### config.mk
export PLATFORM = sky130hd
export DESIGN_NAME = npcc_ctrl
export DESIGN_NICKNAME = d
export VERILOG_FILES = /design/src/rtl/core/npcc_pkg.sv /design/src/rtl/core/npcc_ctrl.sv
export SDC_FILE = /design/constraint.sdc
export NUM_CORES = 1
export LEC_CHECK = 0
export BUFFER_PORTS_ARGS = -buffer_cell sky130_fd_sc_hd__clkbuf_2
export CAP_MARGIN = 15
export CORE_MARGIN = 2
export CORE_UTILIZATION = 30
export CTS_BUF_LIST = sky130_fd_sc_hd__clkbuf_8
export CTS_CLUSTER_DIAMETER = 40
export DETAILED_ROUTE_END_ITERATION = 8
export PLACE_DENSITY_LB_ADDON = 0.25
export SETUP_SLACK_MARGIN = 0.05
export SYNTH_ARGS = -nofsm -noshare
export SYNTH_HDL_FRONTEND = slang
export SYNTH_SLANG_ARGS = --single-unit
### constraint.sdc
create_clock -name clk -period 1.8 [get_ports clk]
set_clock_uncertainty 0.05 [all_clocks]
set_input_delay 0.27 -clock clk [delete_from_list [all_inputs] [get_ports clk]]
set_output_delay 0.27 -clock clk [all_outputs]
set_load 0.005 [all_outputs]
### src/rtl/core/npcc_pkg.sv
// shared types, constants and palette rom of the nearest palette color cache
package npcc_pkg;

  localparam int DEF_CACHE_DEPTH  = 4096;
  localparam int DEF_PALETTE_SIZE = 16;

  localparam int COMP_W  = 8;
  localparam int COLOR_W = 24;
  localparam int CNT_W   = 5;
  localparam int IDX_W   = 4;
  localparam int DIST_W  = 24;
  localparam int ENTRY_W = 1 + COLOR_W + CNT_W + IDX_W;

  localparam logic [DIST_W-1:0] DIST_START = 24'hffffff;

  typedef logic [1:0] result_src_t;
  localparam result_src_t SRC_DUMP   = 2'd0;
  localparam result_src_t SRC_HIT    = 2'd1;
  localparam result_src_t SRC_SEARCH = 2'd2;

  typedef struct packed {
    logic        clear_step;
    logic        load;
    logic        lookup;
    logic        search_start;
    logic        search_step;
    logic        cache_write;
    logic        result_load;
    result_src_t src;
  } cmd_t;

  typedef struct packed {
    logic clear_done;
    logic dump_mode;
    logic tag_hit;
    logic search_done;
  } status_t;

  // text-mode palette as {red, green, blue}
  function automatic logic [COLOR_W-1:0] pal_color(input logic [IDX_W-1:0] idx);
    logic [COLOR_W-1:0] c;
    unique case (idx)
      4'd0:  c = 24'h000000;
      4'd1:  c = 24'h800000;
      4'd2:  c = 24'h008000;
      4'd3:  c = 24'haa5500;
      4'd4:  c = 24'h000080;
      4'd5:  c = 24'h800080;
      4'd6:  c = 24'h008080;
      4'd7:  c = 24'haaaaaa;
      4'd8:  c = 24'h555555;
      4'd9:  c = 24'hff5555;
      4'd10: c = 24'h55ff55;
      4'd11: c = 24'hffff55;
      4'd12: c = 24'h5555ff;
      4'd13: c = 24'hff55ff;
      4'd14: c = 24'h55ffff;
      4'd15: c = 24'hffffff;
    endcase
    return c;
  endfunction

endpackage

### src/rtl/core/npcc_ctrl.sv
// controller state machine of the nearest palette color cache
module npcc_ctrl (
  input  logic               clk,
  input  logic               rst,
  input  logic               in_valid,
  output logic               in_ready,
  output logic               out_valid,
  input  logic               out_ready,
  input  npcc_pkg::status_t  status,
  output npcc_pkg::cmd_t     cmd
);

  localparam logic [2:0] ST_CLEAR  = 3'd0;
  localparam logic [2:0] ST_IDLE   = 3'd1;
  localparam logic [2:0] ST_LOOKUP = 3'd2;
  localparam logic [2:0] ST_CHECK  = 3'd3;
  localparam logic [2:0] ST_SEARCH = 3'd4;
  localparam logic [2:0] ST_FINISH = 3'd5;

  logic [2:0]            state;
  logic [2:0]            state_next;
  npcc_pkg::result_src_t src;
  npcc_pkg::result_src_t src_next;
  logic                  out_free;

  assign out_free = !out_valid || out_ready;
  assign in_ready = (state == ST_IDLE);

  always_comb begin
    cmd        = '0;
    cmd.src    = src;
    state_next = state;
    src_next   = src;
    unique case (state)
      ST_CLEAR: begin
        cmd.clear_step = 1'b1;
        if (status.clear_done) begin
          state_next = ST_IDLE;
        end
      end
      ST_IDLE: begin
        if (in_valid) begin
          cmd.load = 1'b1;
          if (status.dump_mode) begin
            src_next   = npcc_pkg::SRC_DUMP;
            state_next = ST_FINISH;
          end else begin
            state_next = ST_LOOKUP;
          end
        end
      end
      ST_LOOKUP: begin
        cmd.lookup = 1'b1;
        state_next = ST_CHECK;
      end
      ST_CHECK: begin
        if (status.tag_hit) begin
          src_next   = npcc_pkg::SRC_HIT;
          state_next = ST_FINISH;
        end else begin
          cmd.search_start = 1'b1;
          state_next       = ST_SEARCH;
        end
      end
      ST_SEARCH: begin
        cmd.search_step = 1'b1;
        if (status.search_done) begin
          cmd.cache_write = 1'b1;
          src_next        = npcc_pkg::SRC_SEARCH;
          state_next      = ST_FINISH;
        end
      end
      ST_FINISH: begin
        if (out_free) begin
          cmd.result_load = 1'b1;
          state_next      = ST_IDLE;
        end
      end
      default: begin
        state_next = ST_IDLE;
      end
    endcase
  end

  always_ff @(posedge clk) begin
    if (rst) begin
      state     <= ST_CLEAR;
      src       <= npcc_pkg::SRC_DUMP;
      out_valid <= 1'b0;
    end else begin
      state <= state_next;
      src   <= src_next;
      if (cmd.result_load) begin
        out_valid <= 1'b1;
      end else if (out_ready) begin
        out_valid <= 1'b0;
      end
    end
  end

endmodule

Word level (Yosys, flattened, before mapping)
Cells that the tools add are included.
{"block": "word_totals", "regBits": 6, "wordCells": 45}
{"block": "op_classes", "eq_ne": 11, "n_reduce_logical": 7, "n_mux": 24}
{"cell": "case mux 3 bit (6 select lines)", "count": 1}
{"cell": "two-way mux 3 bit", "count": 5}
{"cell": "two-way mux 1 bit", "count": 12}
{"cell": "two-way mux 2 bit", "count": 5}
{"cell": "!= test 2 bit (second input constant)", "count": 5}
{"cell": "equality test 3 x 2 -> 1 bit (second input constant)", "count": 2}
{"cell": "equality test 3 bit (second input constant)", "count": 2}
{"cell": "case mux 2 bit (3 select lines)", "count": 1}
{"cell": "AND reduction 5 bit", "count": 1}
{"cell": "AND reduction 4 bit", "count": 1}
{"cell": "equality test 3 x 1 -> 1 bit (second input constant)", "count": 1}
{"cell": "zero test 3 bit", "count": 1}
{"cell": "nonzero test 3 bit", "count": 1}
{"cell": "!= test 2 x 1 -> 1 bit (second input constant)", "count": 1}
{"cell": "nonzero test 2 bit", "count": 1}
{"cell": "zero test 1 bit", "count": 1}
{"cell": "logical OR 1 bit", "count": 1}

Logic depth before layout (Yosys ltp)
Gate-level depths: netlist (run 1).
{"block": "logic_depth", "ltp_word": 5, "depth_mapped": 5}

Worst setup path after synthesis (run 1)
Ideal clock, no wire load.
{"block": "synth_path", "path_type": "register to register", "from": "reg state[2]", "to": "reg state[2]", "slack_ns": 0.495, "stages_incl_launch_ff": 5, "setup_ns": 0.103, "arrival_time_ns": 1.152, "synth_period_minus_slack_ns": 1.305, "cell_sequence": "dfxtp_1 or3_4 a21oi_2 nor2_1 a2111oi_2"}
{"block": "synth_between", "elab_chain_len": 3, "word_cells_on_any_way": 12}
{"item": "from (decl)", "line_no": "npcc_ctrl.sv:20", "source": "logic [2:0] state;"}
{"item": "from (signal assigned)", "line_no": "npcc_ctrl.sv:91", "source": "state <= state_next;"}
{"item": "equality test 3 bit (tied with other cells)", "line_no": "npcc_ctrl.sv:34", "source": "unique case (state)"}
{"item": "!= test 2 bit (no line)"}
{"item": "AND reduction 4 bit (no line)"}
Parallel ways exist; a longest one is shown, timed or not.
A chain may end at the register's enable or synchronous reset.

==> results of run 1 <==
-- Yosys cell counts, drive strengths merged (2+ instances only) --
master,count
a21oi,5
buf,3
dfxtp,6
inv,2
nand2,2
nand2b,4
nand3b,2
nor2,10
nor2b,2
nor3,2
o21ai,3
-- cells by family (layout without fill, tap and decap cells) --
group | Yosys count | after routing | share of synthesized area (%)
AND/OR/NAND/NOR | 28 | 28 | 41.6
multiplexers | 2 | 2 | 5.01
buffers and inverters | 5 | 24 | 7.08
AO/OA/AOI/OAI | 11 | 11 | 18.0
flip-flops | 6 | 6 | 28.3
-- cells in the final DEF, fill, tap and decap left out --
master	synthesis	final
nor2_1	10	10
clkbuf_8	0	3
nand2b_1	4	4
dfxtp_1	6	3
buf_4	3	1
a31o_2	1	1
nor3_1	2	2
clkbuf_2	0	18
mux2i_1	1	1
or3_4	1	1
nor4b_4	1	1
o21ai_0	3	3
inv_1	2	2
dfxtp_2	0	3
a21oi_2	1	1
a221oi_1	1	1
nand4b_1	1	1
nand3b_1	2	2
mux2_2	1	1
and3_1	1	1
a2111oi_2	1	1
a21oi_1	4	4
nor3b_2	1	1
and2_1	1	1
nor2b_1	2	2
nand2_1	2	2
-- layout make-up --
class	instances	area (µm²)
clock buffers	3	41.3
fillers	133	754
inverters	2	7.51
multi-input cells	41	274
flip-flops and latches	6	124
well taps	15	18.8
repair buffers	19	97.6
-- final timing paths --
check,from,to,slack (ns),cells after the start
worst max-delay path,state[2]$_SDFFE_PP0P_,cmd[3],0.18,4
worst min-delay path,rst,state[2]$_SDFFE_PP0P_,0.25,2
worst max register to register,state[1]$_SDFFE_PP0P_,state[2]$_SDFFE_PP0P_,0.33,4
worst min register to register,src[0]$_SDFFE_PP0P_,src[0]$_SDFFE_PP0P_,0.42,2
-- routing by layer --
| metal | vias up | wire length [µm] | global-route usage [%] | part of all wire (%) |
|---|---|---|---|---|
| met4 | 0 | 18 | 5.81 | 1.7 |
| met1 | 194 | 514 | 17.2 | 49 |
| met3 | 2 | 54 | 3.04 | 5.2 |
| met2 | 14 | 460 | 19.1 | 44 |
| li1 | 219 | - | - | - |
| met5 | - | 0 | 0 | 0 |
-- per-stage QoR --
step	worst slack [ns]	power [mW]	util [%]	std cells	area (µm²)
global route	0.0739	0.626	42.7	86	563
CTS	0.135	0.589	42.5	86	561
global placement	0.218	0.378	39.3	83	518
finish	0.177	0.588	42.7	86	563
detailed placement	0.182	0.380	39.3	83	518
floorplan	0.495	0.319	-	52	424
-- critical path, stage by stage, from the launching register on --
cell      delay (ns)
dfxtp_2         0.46
nor3b_2         0.34
nand2_1         0.12
inv_1           0.06
clkbuf_2        0.10
-- power groups by stage --
stage          Sequential (mW)  Clock [mW]  Combinational, mW
5_1_grt                  0.200       0.219              0.206
6_report                 0.197       0.206              0.185
3_5_place_dp             0.194           0              0.185
3_3_place_gp             0.194           0              0.185
2_1_floorplan            0.165           0              0.154
4_1_cts                  0.194       0.207              0.188
-- state kept, by name, indices dropped and copies added, names as in the netlist --
name	cells
out_valid	1
state	3
src	2
-- repair_timing --
action                                  4_1_cts  5_1_grt
setup buffers                                 0        0
endpoints found under the setup margin        1        4
gates resized for setup                       1        2
hold buffers                                  0        0
==> metrics.yaml, run 1 <==
vias: 429
cts_made_buffers: 3
synth_flop_cell: "dfxtp_1"
die_w_um: 41.6
die_area_um2: 1730
grt_max_degree: 15
worstHoldPathType: "in -> reg"
fp.dieH_um: 41.6
synthesis.area_um2: 424
grtUsageTotal_pct: 12.8
clock-root-buffer: "clkbuf_8"
tightest_slew_ns: 0.301
core_um2: 1320
swShare_pct: 32.7
insertion_delay_ns: 0.23
fin_crit_sh_pct: 90.2
row_count: 13
yosysSeqAreaShare_pct: 28.3
worst_ep_arrival_time_ns: 1.30
tns_ns: 0
async_flop_share_pct: 0
drv_cap: 0
irDropWorstVdd_mv: 0.385
hold_viol: 0
p_sw_uw: 193
p_clk_share_pct: 35.1
avgSynthCellArea_um2: 8.16
cp-start-kind: "flip-flop"
avgViaCountPerCell: 4.99
drive_above_1_share_pct: 45.1
port_buffers: 18
max_slew_margin_pct: 79.9
p_per_area_nw_per_um2: 1040
syn_inst: 52
grt_pass1_vias: 376
ys.warnings.count: 0
finalSetupViolCount: 0
grt_first_pass_wirelength_mm: 1.70
grt-ovfl-total: 0
leakagePower_nw: 0.257
fin_crit_ns: 1.62
power_frac_seq_pct: 33.4
drtIter0Drc: 3
end_kind: "primary output"
clock.fmax_mhz: 616
status: "completed"
netlist_top_cells_area: "dfxtp_1 28%, nor2_1 8.8%, nand2b_1 5.9%"
cts_max_level: 1
nNetsFinal: 81
pin_count: 19
synth_top_area_cell: "dfxtp_1"
cts_max_path_buffers: 2
holdWs_ns: 0.250
area_growth_pct: 32.7
place_congestion: 0.797
drc_errors: 0
start_util_pct: 32.2
syn_nets: 60
dr.pass1.iters: 2
slew_viol_final: 0
p_int_uw: 396
postRouteAntennaNets: 0
finalWirelength_mm: 1.05
diodes: 0
rsz0062_at_grt: "false"
clock-sinks: 6
synth-edff-count: 0
dp_hpwl_um: 746
cp_max_fo: 11
pwr-share-comb_pct: 31.5
antenna_found_initial: 0
cp_data_required_time_ns: 1.48
wl_per_cell_um: 12.2
ys_types: 23
yosys_register_bits: 6
critPathKind: "reg -> out"
clkTransAtPathRegs_ns: 0.04
synth_top_area_share_pct: 28.3
cts_tree: "yes"
(Power assumes the default switching activity.)
==> run 2, diff against run 1 <==
--- a/config.mk
+++ b/config.mk
@@ -8,7 +8,7 @@
 export BUFFER_PORTS_ARGS = -buffer_cell sky130_fd_sc_hd__clkbuf_2
 export CAP_MARGIN = 15
 export CORE_MARGIN = 2
-export CORE_UTILIZATION = 30
+export CORE_UTILIZATION = 25
 export CTS_BUF_LIST = sky130_fd_sc_hd__clkbuf_8
 export CTS_CLUSTER_DIAMETER = 40
 export DETAILED_ROUTE_END_ITERATION = 8
==> run 2 against run 1 <==
Effect of this change: first-iteration DRC count unchanged; sequential share of layout area decreased by 0.91 points; critical path depth is the same; non-clock buffer count increased by 1; clock power fell by 3%; hold slack better by 0.017 ns; largest power group unchanged.
==> metrics.yaml, run 2 (synthesis gave the netlist of run 1 again) <==
status: "completed"
grtUsageMet3_pct: 2.40  # -0.64 points
leakagePower_nw: 0.261  # +1.5%
hold_path_startpoint: "rst"
grt_pass1_vias: 392  # +4.3%
top_register: "state"
dp_hpwl_um: 793  # +6.4%
crit-reg2reg-launch: "state[2]$_SDFFE_PP0P_"
wl_per_cell_um: 11.2  # -8.1%
r2r_slack_ns: 0.30  # -0.03 ns
clkTransAtPathRegs_ns: 0.04  # about the same
max_slew_margin_pct: 74.4  # -5.5 points
grtUsageTotal_pct: 11.2  # -1.5 points
fin_crit_ns: 1.67  # +0.0495 ns
tightest_slew_ns: 0.384  # +0.0822 ns
insertion_delay_ns: 0.22  # about the same
cts_made_buffers: 3  # unchanged
pin_count: 19  # unchanged
cts_tree: "yes"
row_count: 14  # +1
critPathKind: "reg -> out"
gr-usage-met1_pct: 15.7  # -1.5 points
rsz0062_at_grt: "true"
drive_above_1_share_pct: 43.1  # -2.0 points
cts_max_path_buffers: 2  # unchanged
end_kind: "primary output"
place_area_um2: 527  # +1.7%
die_area_um2: 2040  # +18%
place_congestion: 0.729  # -8.5%
reg2reg_to: "state[2]$_SDFFE_PP0P_"
vias: 441  # +2.8%
drtIter0Drc: 3  # unchanged
holdWs_ns: 0.267  # +0.0167 ns
irDropWorstVdd_mv: 0.415  # +7.9%
core_um2: 1540  # +17%
ff2ff_path_depth: 4  # unchanged
cp-start-kind: "flip-flop"
clock-root-buffer: "clkbuf_8"
start_util_pct: 27.5  # -4.7 points
grt_max_degree: 12  # -3
drc_errors: 0  # unchanged
avgViaCountPerCell: 5.01  # +0.46%
total_power_uw: 585  # -0.52%
postRouteAntennaNets: 0  # unchanged
p_per_area_nw_per_um2: 1020  # -2.7%
tns_ns: 0  # unchanged
finalSetupViolCount: 0  # unchanged
worst_ep_arrival_time_ns: 1.35  # +0.05 ns
nNetsFinal: 82  # +1.2%
grt_first_pass_wirelength_mm: 1.64  # -3.7%
cp_max_fo: 9  # -2
postCtsHoldBufs: 0  # unchanged
cts_max_level: 1  # unchanged
cp_data_required_time_ns: 1.48  # about the same
final_cell_mix: "18 x clkbuf_2, 10 x nor2_1, 5 x dfxtp_1"
largest_reg_flops: 3  # unchanged
layout_commonest_cell: "clkbuf_2"
fp.dieH_um: 45.2  # +8.6%
slew_viol_final: 0  # unchanged
antenna_found_initial: 0  # unchanged
dr.pass1.iters: 4  # +2
area_growth_pct: 35.7
finalWirelength_um: 985  # -5.9%
fillers: 175  # +32%
drv_cap: 0  # unchanged
post-cts-setup-buffers: 0  # unchanged
clock.fmax_mhz: 598  # -3.0%
hold_end: "out_valid$_SDFFE_PP0P_"
holdPathStages: 2  # unchanged
reg_top3: "state: 3 flops, src: 2 flops, out_valid: 1 flops"
diodes: 0  # unchanged
worstHoldPathType: "in -> reg"
hold_viol: 0  # unchanged
grtUsageMet2_pct: 14.6  # -4.5 points
design_area_um2: 576  # +2.2%
die_w_um: 45.2  # +8.6%
gr-max-usage-layer: "met1"
grt-ovfl-total: 0  # unchanged
fin_crit_sh_pct: 92.9  # +2.8 points
port_buffers: 18  # unchanged
clock-sinks: 6  # unchanged
## run 2: power by group
group | total (mW) | switching, mW | internal, mW | leakage [nW]
registers | 0.189 | 0.0381 | 0.151 | 0.0492
clock network | 0.200 | 0.0562 | 0.144 | 0.0216
logic | 0.197 | 0.0910 | 0.106 | 0.191
total | 0.585 | 0.185 | 0.400 | 0.261
## run 2: cell type report
cell class	count	area (µm²)	share of cell area [%]
flip-flops and latches	6	121	21.1
clock buffers	3	41.3	7.17
repair buffers	20	105	18.3
multi-input cells	41	280	48.7
inverters	2	7.51	1.30
well taps	16	20.0	3.48
## run 2: worst max path at each step
| stage | start | end | slack, ns | cells past startpoint |
|---|---|---|---|---|
| 3_3_place_gp | state[2]$_SDFFE_PP0P_ | state[2]$_SDFFE_PP0P_ | 0.26 | 3 |
| 4_1_cts | state[2]$_SDFFE_PP0P_ | cmd[3] | 0.07 | 4 |
| 2_1_floorplan | state[2]$_SDFFE_PP0P_ | state[2]$_SDFFE_PP0P_ | 0.49 | 4 |
| 5_1_grt | state[2]$_SDFFE_PP0P_ | cmd[3] | 0.04 | 4 |
| 6_report | state[2]$_SDFFE_PP0P_ | cmd[3] | 0.13 | 4 |
| 3_5_place_dp | state[0]$_SDFFE_PP0P_ | state[2]$_SDFFE_PP0P_ | 0.25 | 4 |
## run 2: timing repair
item | 4_1_cts | 5_1_grt
hold endpoints to repair | 0 | 0
resized for setup | 0 | 2
endpoints found under the setup margin | 0 | 1
## run 2: stage by stage
stage                     std cells  utilization (%)  setup slack [ns]
final                            88             37.3             0.127
after global routing             88             37.3            0.0374
after CTS                        88             36.9            0.0677
after detailed placement         85             34.2             0.254
after global placement           85             34.2             0.261
after floorplan                  52                -             0.495
## run 2: critical path: stages (launching register included)
cell and delay, ns:
dfxtp_1 0.53, nor3b_4 0.33, nand2_1 0.11, inv_1 0.06, clkbuf_2 0.10
## run 2: layer usage
metal | vias up | routed length, µm
li1 | 225 | -
met1 | 200 | 504
met2 | 14 | 409
met3 | 2 | 61
met4 | 0 | 9
met5 | - | 0
